[config.mk]
export PLATFORM = sky130hd
export DESIGN_NAME = integer_to_ascii_radix_formatter_top
export DESIGN_NICKNAME = d
export VERILOG_FILES = /design/src/design/itoa_pkg.sv /design/src/design/integer_to_ascii_radix_formatter_top.sv /design/src/design/itoa_ctrl.sv /design/src/design/itoa_dpath.sv
export SDC_FILE = /design/constraint.sdc
export NUM_CORES = 1
export LEC_CHECK = 0
export ABC_AREA = 1
export BUFFER_PORTS_ARGS = -buffer_cell sky130_fd_sc_hd__buf_2
export CAP_MARGIN = 20
export CORE_ASPECT_RATIO = 0.5
export CORE_MARGIN = 1
export CORE_UTILIZATION = 50
export CTS_CLUSTER_SIZE = 16
export DETAILED_ROUTE_END_ITERATION = 7
export MAX_ROUTING_LAYER = met4
export PLACE_DENSITY = 0.78
export SYNTH_ARGS = -nofsm -noshare
export SYNTH_HDL_FRONTEND = slang
export SYNTH_SLANG_ARGS = --single-unit
[constraint.sdc]
create_clock -name aclk -period 6.5 [get_ports aclk]
set_input_delay 0.975 -clock aclk [delete_from_list [all_inputs] [get_ports aclk]]
set_output_delay 0.975 -clock aclk [all_outputs]
set_load 0.01 [all_outputs]
[src/design/itoa_pkg.sv]
`timescale 1ns / 1ps
`default_nettype none
// ----------------------------------------------------------------------------
// itoa_pkg
// Shared types, codes and character constants of the integer to ascii
// radix formatter.
// ----------------------------------------------------------------------------
package itoa_pkg;

    // radix codes of the input item; code 3 is treated as hexadecimal
    localparam logic [1:0] RADIX_HEX = 2'd0;
    localparam logic [1:0] RADIX_DEC = 2'd1;
    localparam logic [1:0] RADIX_BIN = 2'd2;

    // ascii characters used by the formatter
    localparam logic [6:0] CHAR_ZERO   = 7'h30;
    localparam logic [6:0] CHAR_NINE   = 7'h39;
    localparam logic [6:0] CHAR_LOWER_A = 7'h61;
    localparam logic [6:0] CHAR_LOWER_F = 7'h66;
    localparam logic [6:0] CHAR_SPACE  = 7'h20;
    localparam logic [6:0] CHAR_MINUS  = 7'h2d;
    localparam logic [6:0] CHAR_PLUS   = 7'h2b;

    // first digit value that prints as a letter
    localparam logic [3:0] HEX_LETTER_BASE = 4'hA;

    // input item
    typedef struct packed {
        logic [31:0] value;
        logic [1:0]  radix_select;
        logic [5:0]  field_width;
        logic        zero_fill;
        logic        show_plus;
        logic        show_minus;
    } s_item_t;

    // result item
    typedef struct packed {
        logic [6:0] character;
        logic       last_char;
    } m_item_t;

    // controller states
    typedef enum logic [2:0] {
        ST_IDLE,
        ST_MUL,
        ST_EXTRACT,
        ST_FILL,
        ST_SIGN,
        ST_DIGIT
    } itoa_state_t;

    // commands from controller to datapath
    typedef struct packed {
        logic load;
        logic mul;
        logic extract;
        logic emit_fill;
        logic emit_sign;
        logic emit_digit;
    } itoa_cmd_t;

    // status from datapath to controller
    typedef struct packed {
        logic out_free;
        logic dec_mode;
        logic last_step;
        logic fill_more;
        logic has_sign;
        logic last_digit;
    } itoa_stat_t;

endpackage
`default_nettype wire

[src/design/integer_to_ascii_radix_formatter_top.sv]
`timescale 1ns / 1ps
`default_nettype none
// ----------------------------------------------------------------------------
// integer_to_ascii_radix_formatter_top
// Converts a 32-bit magnitude to ascii: fill, optional sign, then digits.
// ----------------------------------------------------------------------------
// Usage:
//   s_ channel takes one number item (value, radix, width, fill and sign
//   flags); m_ channel returns the ascii characters one per m_ item, last_char set
//   on the final digit of the number.
//   Digit extraction: hex and binary pass ST_MUL once as setup, then take
//   a digit in each ST_EXTRACT step; decimal alternates ST_MUL (reciprocal
//   multiply) and ST_EXTRACT (remainder) for each digit with no separate
//   setup. Emission: one character per cycle into the output register while
//   the receiver does not stall; leaving the fill phase and passing an
//   absent sign emit no character.
//   One number is worked on at a time; s_ready is high again once the last
//   digit sits in the output register, while that character still waits.
//   Reset (aresetn low, synchronous) returns to idle and empties the output.
//   When the receiver stalls, the output register holds its character and
//   the sequencer waits before its next emission.
// ----------------------------------------------------------------------------
module integer_to_ascii_radix_formatter_top #(
    parameter int MAX_DIGITS = 32,
    parameter int MAX_WIDTH  = 63
) (
    input  wire logic              aclk,
    input  wire logic              aresetn,
    input  wire logic              s_valid,
    output logic                   s_ready,
    input  wire itoa_pkg::s_item_t s_item,
    output logic                   m_valid,
    input  wire logic              m_ready,
    output itoa_pkg::m_item_t      m_item
);

    itoa_pkg::itoa_cmd_t  cmd;
    itoa_pkg::itoa_stat_t stat;

    itoa_ctrl u_ctrl (
        .aclk    (aclk),
        .aresetn (aresetn),
        .s_valid (s_valid),
        .s_ready (s_ready),
        .stat    (stat),
        .cmd     (cmd)
    );

    itoa_dpath #(
        .MAX_DIGITS (MAX_DIGITS),
        .MAX_WIDTH  (MAX_WIDTH)
    ) u_dpath (
        .aclk    (aclk),
        .aresetn (aresetn),
        .s_item  (s_item),
        .cmd     (cmd),
        .stat    (stat),
        .m_valid (m_valid),
        .m_ready (m_ready),
        .m_item  (m_item)
    );

endmodule
`default_nettype wire

[src/design/itoa_ctrl.sv]
`timescale 1ns / 1ps
`default_nettype none
// ----------------------------------------------------------------------------
// itoa_ctrl
// Sequencer of the formatter: digit extraction loop, then fill, sign and
// digit emission phases, one character per cycle into the free output register.
// ----------------------------------------------------------------------------
module itoa_ctrl (
    input  wire logic               aclk,
    input  wire logic               aresetn,
    input  wire logic               s_valid,
    output logic                    s_ready,
    input  wire itoa_pkg::itoa_stat_t stat,
    output itoa_pkg::itoa_cmd_t     cmd
);

    itoa_pkg::itoa_state_t state_reg;
    itoa_pkg::itoa_state_t state_next;

    // state register
    always_ff @(posedge aclk) begin
        if (!aresetn) begin
            state_reg <= itoa_pkg::ST_IDLE;
        end else begin
            state_reg <= state_next;
        end
    end

    // next state and commands
    always_comb begin
        state_next = state_reg;
        cmd        = '0;
        s_ready    = 1'b0;
        unique case (state_reg)
            itoa_pkg::ST_IDLE: begin
                s_ready = 1'b1;
                if (s_valid) begin
                    cmd.load   = 1'b1;
                    state_next = itoa_pkg::ST_MUL;
                end
            end
            itoa_pkg::ST_MUL: begin
                // quotient by ten for decimal, harmless otherwise
                cmd.mul    = 1'b1;
                state_next = itoa_pkg::ST_EXTRACT;
            end
            itoa_pkg::ST_EXTRACT: begin
                cmd.extract = 1'b1;
                if (stat.last_step) begin
                    state_next = itoa_pkg::ST_FILL;
                end else if (stat.dec_mode) begin
                    state_next = itoa_pkg::ST_MUL;
                end
            end
            itoa_pkg::ST_FILL: begin
                if (!stat.fill_more) begin
                    state_next = itoa_pkg::ST_SIGN;
                end else if (stat.out_free) begin
                    cmd.emit_fill = 1'b1;
                end
            end
            itoa_pkg::ST_SIGN: begin
                if (!stat.has_sign) begin
                    state_next = itoa_pkg::ST_DIGIT;
                end else if (stat.out_free) begin
                    cmd.emit_sign = 1'b1;
                    state_next    = itoa_pkg::ST_DIGIT;
                end
            end
            itoa_pkg::ST_DIGIT: begin
                if (stat.out_free) begin
                    cmd.emit_digit = 1'b1;
                    if (stat.last_digit) begin
                        state_next = itoa_pkg::ST_IDLE;
                    end
                end
            end
            default: begin
                state_next = itoa_pkg::ST_IDLE;
            end
        endcase
    end

endmodule
`default_nettype wire

[src/design/itoa_dpath.sv]
`timescale 1ns / 1ps
`default_nettype none
// ----------------------------------------------------------------------------
// itoa_dpath
// Datapath of the formatter: value register, divide-by-ten reciprocal
// multiplier, digit stack, fill counter and output register.
// ----------------------------------------------------------------------------
module itoa_dpath #(
    parameter int MAX_DIGITS = 32,
    parameter int MAX_WIDTH  = 63
) (
    input  wire logic                 aclk,
    input  wire logic                 aresetn,
    input  wire itoa_pkg::s_item_t    s_item,
    input  wire itoa_pkg::itoa_cmd_t  cmd,
    output itoa_pkg::itoa_stat_t      stat,
    output logic                      m_valid,
    input  wire logic                 m_ready,
    output itoa_pkg::m_item_t         m_item
);

    // a 32-bit value never has more than 32 digits
    localparam int DIG_DEPTH = (MAX_DIGITS < 32) ? MAX_DIGITS : 32;
    localparam int CNT_W     = $clog2(DIG_DEPTH + 1);
    localparam int IDX_W     = $clog2(DIG_DEPTH);
    localparam int CMP_W     = 7;
    localparam logic [5:0]  WIDTH_MAX = 6'(MAX_WIDTH);
    localparam logic [31:0] RECIP_TEN = 32'hCCCC_CCCD;

    itoa_pkg::s_item_t item_reg;
    logic [31:0]       val_reg;
    logic [31:0]       val_next;
    logic [28:0]       quot_reg;
    logic [63:0]       product;
    logic [31:0]       quot_ten;
    logic [31:0]       dec_diff;
    logic [3:0]        digit_new;
    logic [CNT_W-1:0]  ndig_reg;
    logic [CNT_W-1:0]  rd_cnt;
    logic [CNT_W-1:0]  rd_addr;
    logic [3:0]        dig_mem [DIG_DEPTH];
    logic [3:0]        digit_rd_reg;
    logic [5:0]        fill_reg;
    logic [5:0]        width_clamped;
    logic              m_valid_reg;
    itoa_pkg::m_item_t m_item_reg;
    itoa_pkg::m_item_t m_item_next;

    // width clamp at load
    assign width_clamped = (s_item.field_width > WIDTH_MAX) ? WIDTH_MAX
                                                            : s_item.field_width;

    // reciprocal multiply, quotient by ten is exact for all 32-bit values
    assign product = 64'(val_reg) * 64'(RECIP_TEN);

    // remainder from the registered quotient
    assign quot_ten = {quot_reg[28:0], 3'b000} + {2'b00, quot_reg[28:0], 1'b0};
    assign dec_diff = val_reg - quot_ten;

    // next digit and shrunk value
    always_comb begin
        unique case (item_reg.radix_select)
            itoa_pkg::RADIX_DEC: begin
                digit_new = dec_diff[3:0];
                val_next  = {3'b000, quot_reg};
            end
            itoa_pkg::RADIX_BIN: begin
                digit_new = {3'b000, val_reg[0]};
                val_next  = {1'b0, val_reg[31:1]};
            end
            default: begin
                digit_new = val_reg[3:0];
                val_next  = {4'h0, val_reg[31:4]};
            end
        endcase
    end

    // conversion registers and digit stack
    always_ff @(posedge aclk) begin
        if (cmd.load) begin
            item_reg <= s_item;
            val_reg  <= s_item.value;
            fill_reg <= width_clamped;
            ndig_reg <= '0;
        end else begin
            if (cmd.mul) begin
                quot_reg <= product[63:35];
            end
            if (cmd.extract) begin
                dig_mem[ndig_reg[IDX_W-1:0]] <= digit_new;
                val_reg  <= val_next;
                ndig_reg <= ndig_reg + CNT_W'(1);
            end
            if (cmd.emit_fill) begin
                fill_reg <= fill_reg - 6'd1;
            end
            if (cmd.emit_digit) begin
                ndig_reg <= rd_cnt;
            end
        end
    end

    // digit stack read, most significant first; the address follows the
    // count after this edge so the next digit is registered before its turn
    assign rd_cnt  = ndig_reg - CNT_W'(1);
    assign rd_addr = cmd.emit_digit ? (rd_cnt - CNT_W'(1)) : rd_cnt;

    always_ff @(posedge aclk) begin
        digit_rd_reg <= dig_mem[rd_addr[IDX_W-1:0]];
    end

    // status toward the controller
    assign stat.out_free   = !m_valid_reg || m_ready;
    assign stat.dec_mode   = (item_reg.radix_select == itoa_pkg::RADIX_DEC);
    assign stat.last_step  = (val_next == 32'd0) || (ndig_reg == CNT_W'(DIG_DEPTH - 1));
    assign stat.fill_more  = {1'b0, fill_reg} > CMP_W'(ndig_reg);
    assign stat.has_sign   = item_reg.show_minus || item_reg.show_plus;
    assign stat.last_digit = (ndig_reg == CNT_W'(1));

    // character selection
    always_comb begin
        m_item_next = '0;
        priority if (cmd.emit_fill) begin
            m_item_next.character = item_reg.zero_fill ? itoa_pkg::CHAR_ZERO
                                                       : itoa_pkg::CHAR_SPACE;
        end else if (cmd.emit_sign) begin
            m_item_next.character = item_reg.show_minus ? itoa_pkg::CHAR_MINUS
                                                        : itoa_pkg::CHAR_PLUS;
        end else begin
            if (digit_rd_reg < itoa_pkg::HEX_LETTER_BASE) begin
                m_item_next.character = itoa_pkg::CHAR_ZERO + 7'(digit_rd_reg);
            end else begin
                m_item_next.character = itoa_pkg::CHAR_LOWER_A
                    + 7'(digit_rd_reg - itoa_pkg::HEX_LETTER_BASE);
            end
            m_item_next.last_char = (ndig_reg == CNT_W'(1));
        end
    end

    // output register
    always_ff @(posedge aclk) begin
        if (!aresetn) begin
            m_valid_reg <= 1'b0;
        end else if (cmd.emit_fill || cmd.emit_sign || cmd.emit_digit) begin
            m_valid_reg <= 1'b1;
        end else if (m_ready) begin
            m_valid_reg <= 1'b0;
        end
    end

    always_ff @(posedge aclk) begin
        if (cmd.emit_fill || cmd.emit_sign || cmd.emit_digit) begin
            m_item_reg <= m_item_next;
        end
    end

    assign m_valid = m_valid_reg;
    assign m_item  = m_item_reg;

endmodule
`default_nettype wire

==> impl_metrics.ini <==
[outcome]
run_status = finished, final reports clean

[layout]
final_core_util = 0.617
fin_nets = 4411
multi_input_area_sq_um = 20400
layout_common_cells = inv_1, nand2_1, fa_1, buf_4, ha_1
drive_above_1_share = 0.196
ff_latch_area_sq_um = 6530
fillers = 4682
area_growth_pct = 20.7
largest_reg_flops = 128
final_common_cell = inv_1

[critical_path]
crit_chain = buf_6, ha_4, xor2_1, ha_1, o21bai_2, fa_1, inv_1, fa_1, inv_1, fa_1, fa_1, fa_2, fa_2, ha_4, nand2_4, nor2_4, inv_1, nor2_2, inv_1, buf_4, nor4_4, nand2_1, nand4_1, nand2_1
cp_max_fo = 4
start_kind = register
reg2reg_slack_ns = 0.05
worstPathArrival_ns = 6.80
crit_type = register to register
cp.required_ns = 6.84
r2r_start = u_dpath.val_reg[13]
critPathTopFamily = adder cells
timing.rr.end = u_dpath.quot_reg[19]
reg2reg_depth = 24
worst_path_largest_cell_delay_ns = 0.57
worst_setup_path_end_kind = register
critPathBufInv = 6
slowest_stage = fa_2

[synthesis]
ys_seq_area_frac = 0.228
synthTopCellsByArea = fa_1, edfxtp_1, ha_1
synth-async-reset-ratio = 0
synthDistinctLibCells = 43
ys_seq_elements = 222
netlist.area_leader.share = 0.270
yosysWarnings = 0
synth_area_leader_cell = fa_1
synth-edff-count = 208
syn_nets = 4017
netlist_area_sq_um = 28600
syn_avg_cell_area_sq_um = 8.91
synth_flop_cell = edfxtp_1
syn_inst = 3211

[placement]
place.port_buffers = 56
place_ws_ns = -0.536
hpwl_um = 81800
gp_congestion = 1.07

[floorplanning]
core_sq_um = 56000
start_util = 0.511
die-area_sq_um = 58300
rows = 61
dieHeight_um = 171
die_x_um = 340
ios = 57

[hold_path]
worst_hold_path.endpoint = u_dpath.ndig_reg[5]
hold_path_class = register to register
hold_start = u_dpath.ndig_reg[5]
hold_depth = 1

[clock_network]
path_clk_slew_ns = 0.07
cts_sinks = 222
cts_hold_buffers = 0
worstSkewPairLatency_ns = 0.58
numCtsBuffers = 23
clockBufferDepth = 3
cts_tree = built
cts_root_buffer = clkbuf_16
htree_levels = 1

[grt]
grt_max_degree = 70
overflow = 0
grt_pass1_vias = 23775
grt_pass1_wl_um = 144000
grtUsageTotal = 0.345
antenna_found_initial = 1

[detailed_routing]
totalWireLength_um = 96600
drc = 0
dr.first_iter.drc_count = 2836
num_vias = 23789
avgRoutedWirePerCell_um = 22.1
viasPerCell = 5.43
firstDrtPassIters = 6
ant_nets = 0

[sta]
slew_headroom = 0.328
grt_setup_unrepaired = true
final.min_clock_period_ns = 6.45
hold_violations = 0
max_clock_freq_ghz = 0.155
setup_tns_ns = 0
timing.final.crit_share = 0.993
worstMarginPinSlew_ns = 1.01
fin_skew_ns = 0.0458
finalSetupViolCount = 0
finalMaxSlewViolations = 0
worst_slack_ns = 0.0454

[flow_run]
drv_cap = 0
## area by class of cell
type / count / area share
multi-input cells: 2195 / 0.590
flip-flops and latches: 222 / 0.189
repair buffers: 419 / 0.0902
inverters: 744 / 0.0811
well taps: 756 / 0.0274
clock buffers: 30 / 0.0189
clock inverters: 12 / 0.00322
diodes: 2 / 0.000145
## worst reg2reg max path, stage by stage, from the launching register on
cell and delay, ns:
edfxtp_1 0.51, buf_6 0.18, ha_4 0.26, xor2_1 0.17, ha_1 0.20, o21bai_2 0.21
fa_1 0.55, inv_1 0.05, fa_1 0.51, inv_1 0.05, fa_1 0.48, fa_1 0.52
fa_2 0.57, fa_2 0.47, ha_4 0.32, nand2_4 0.07, nor2_4 0.11, inv_1 0.08
nor2_2 0.13, inv_1 0.08, buf_4 0.15, nor4_4 0.27, nand2_1 0.13, nand4_1 0.09
nand2_1 0.06
## layer usage
metal,share of wire,track usage,vias to the layer above
li1,-,-,10841
met1,0.43,0.479,11612
met2,0.43,0.517,1154
met3,0.10,0.0617,182
met4,0.037,0.102,0
met5,0,-,-
## Yosys cell counts, types with 8 or more instances
cell type and instances:
nand3_1 143, nor2_1 259, nor3_1 22, a21o_1 17
nand2_1 597, dfxtp_1 14, o21ai_0 107, o21bai_1 20
xnor2_1 16, a31oi_1 8, inv_1 740, nand4_1 13
clkbuf_1 30, a21oi_1 105, fa_1 386, buf_2 15
ha_1 373, o21a_1 9, o211ai_1 30, xor2_1 51
edfxtp_1 208
## cell families after synthesis
family                     share of synthesized area
buffers and inverters                          0.106
and+or+nand+nor                                0.148
DFF                                            0.228
AOI/OAI and AO/OA                             0.0641
adders and majority gates                      0.433
muxes                                       0.000350
xor gates and xnor gates                      0.0211
## metrics by stage
step,hold WS [ns],area [sq um],std cells
finish,0.448,34500,4380
global route,0.491,34500,4380
CTS,0.450,33200,4352
detailed placement,0.441,32200,4305
global placement,0.439,32200,4305
floorplan,0.422,28600,3211
## worst max-delay path by stage
stage	from	endpoint	slack, ns	depth (start not counted)
finish	u_dpath.val_reg[13]	u_dpath.quot_reg[19]	0.05	24
CTS	u_dpath.val_reg[5]	u_dpath.quot_reg[8]	-0.007	24
floorplan	u_dpath.val_reg[20]	u_dpath.quot_reg[26]	0.38	24
global route	u_dpath.val_reg[3]	u_dpath.quot_reg[22]	-0.12	25
global placement	u_dpath.val_reg[17]	u_dpath.quot_reg[22]	-0.51	24
detailed placement	u_dpath.val_reg[17]	u_dpath.quot_reg[22]	-0.54	24
## repair_timing
action | in CTS | in global routing
setup endpoints to repair | 29 | 29
hold endpoints to repair | 0 | 0
pin swaps | 0 | 94
buffers inserted | 5 | 28
resized for setup | 43 | 279
Power is not shown: default switching activity piles up to over one toggle a cycle in this logic, so the estimate is an artifact.
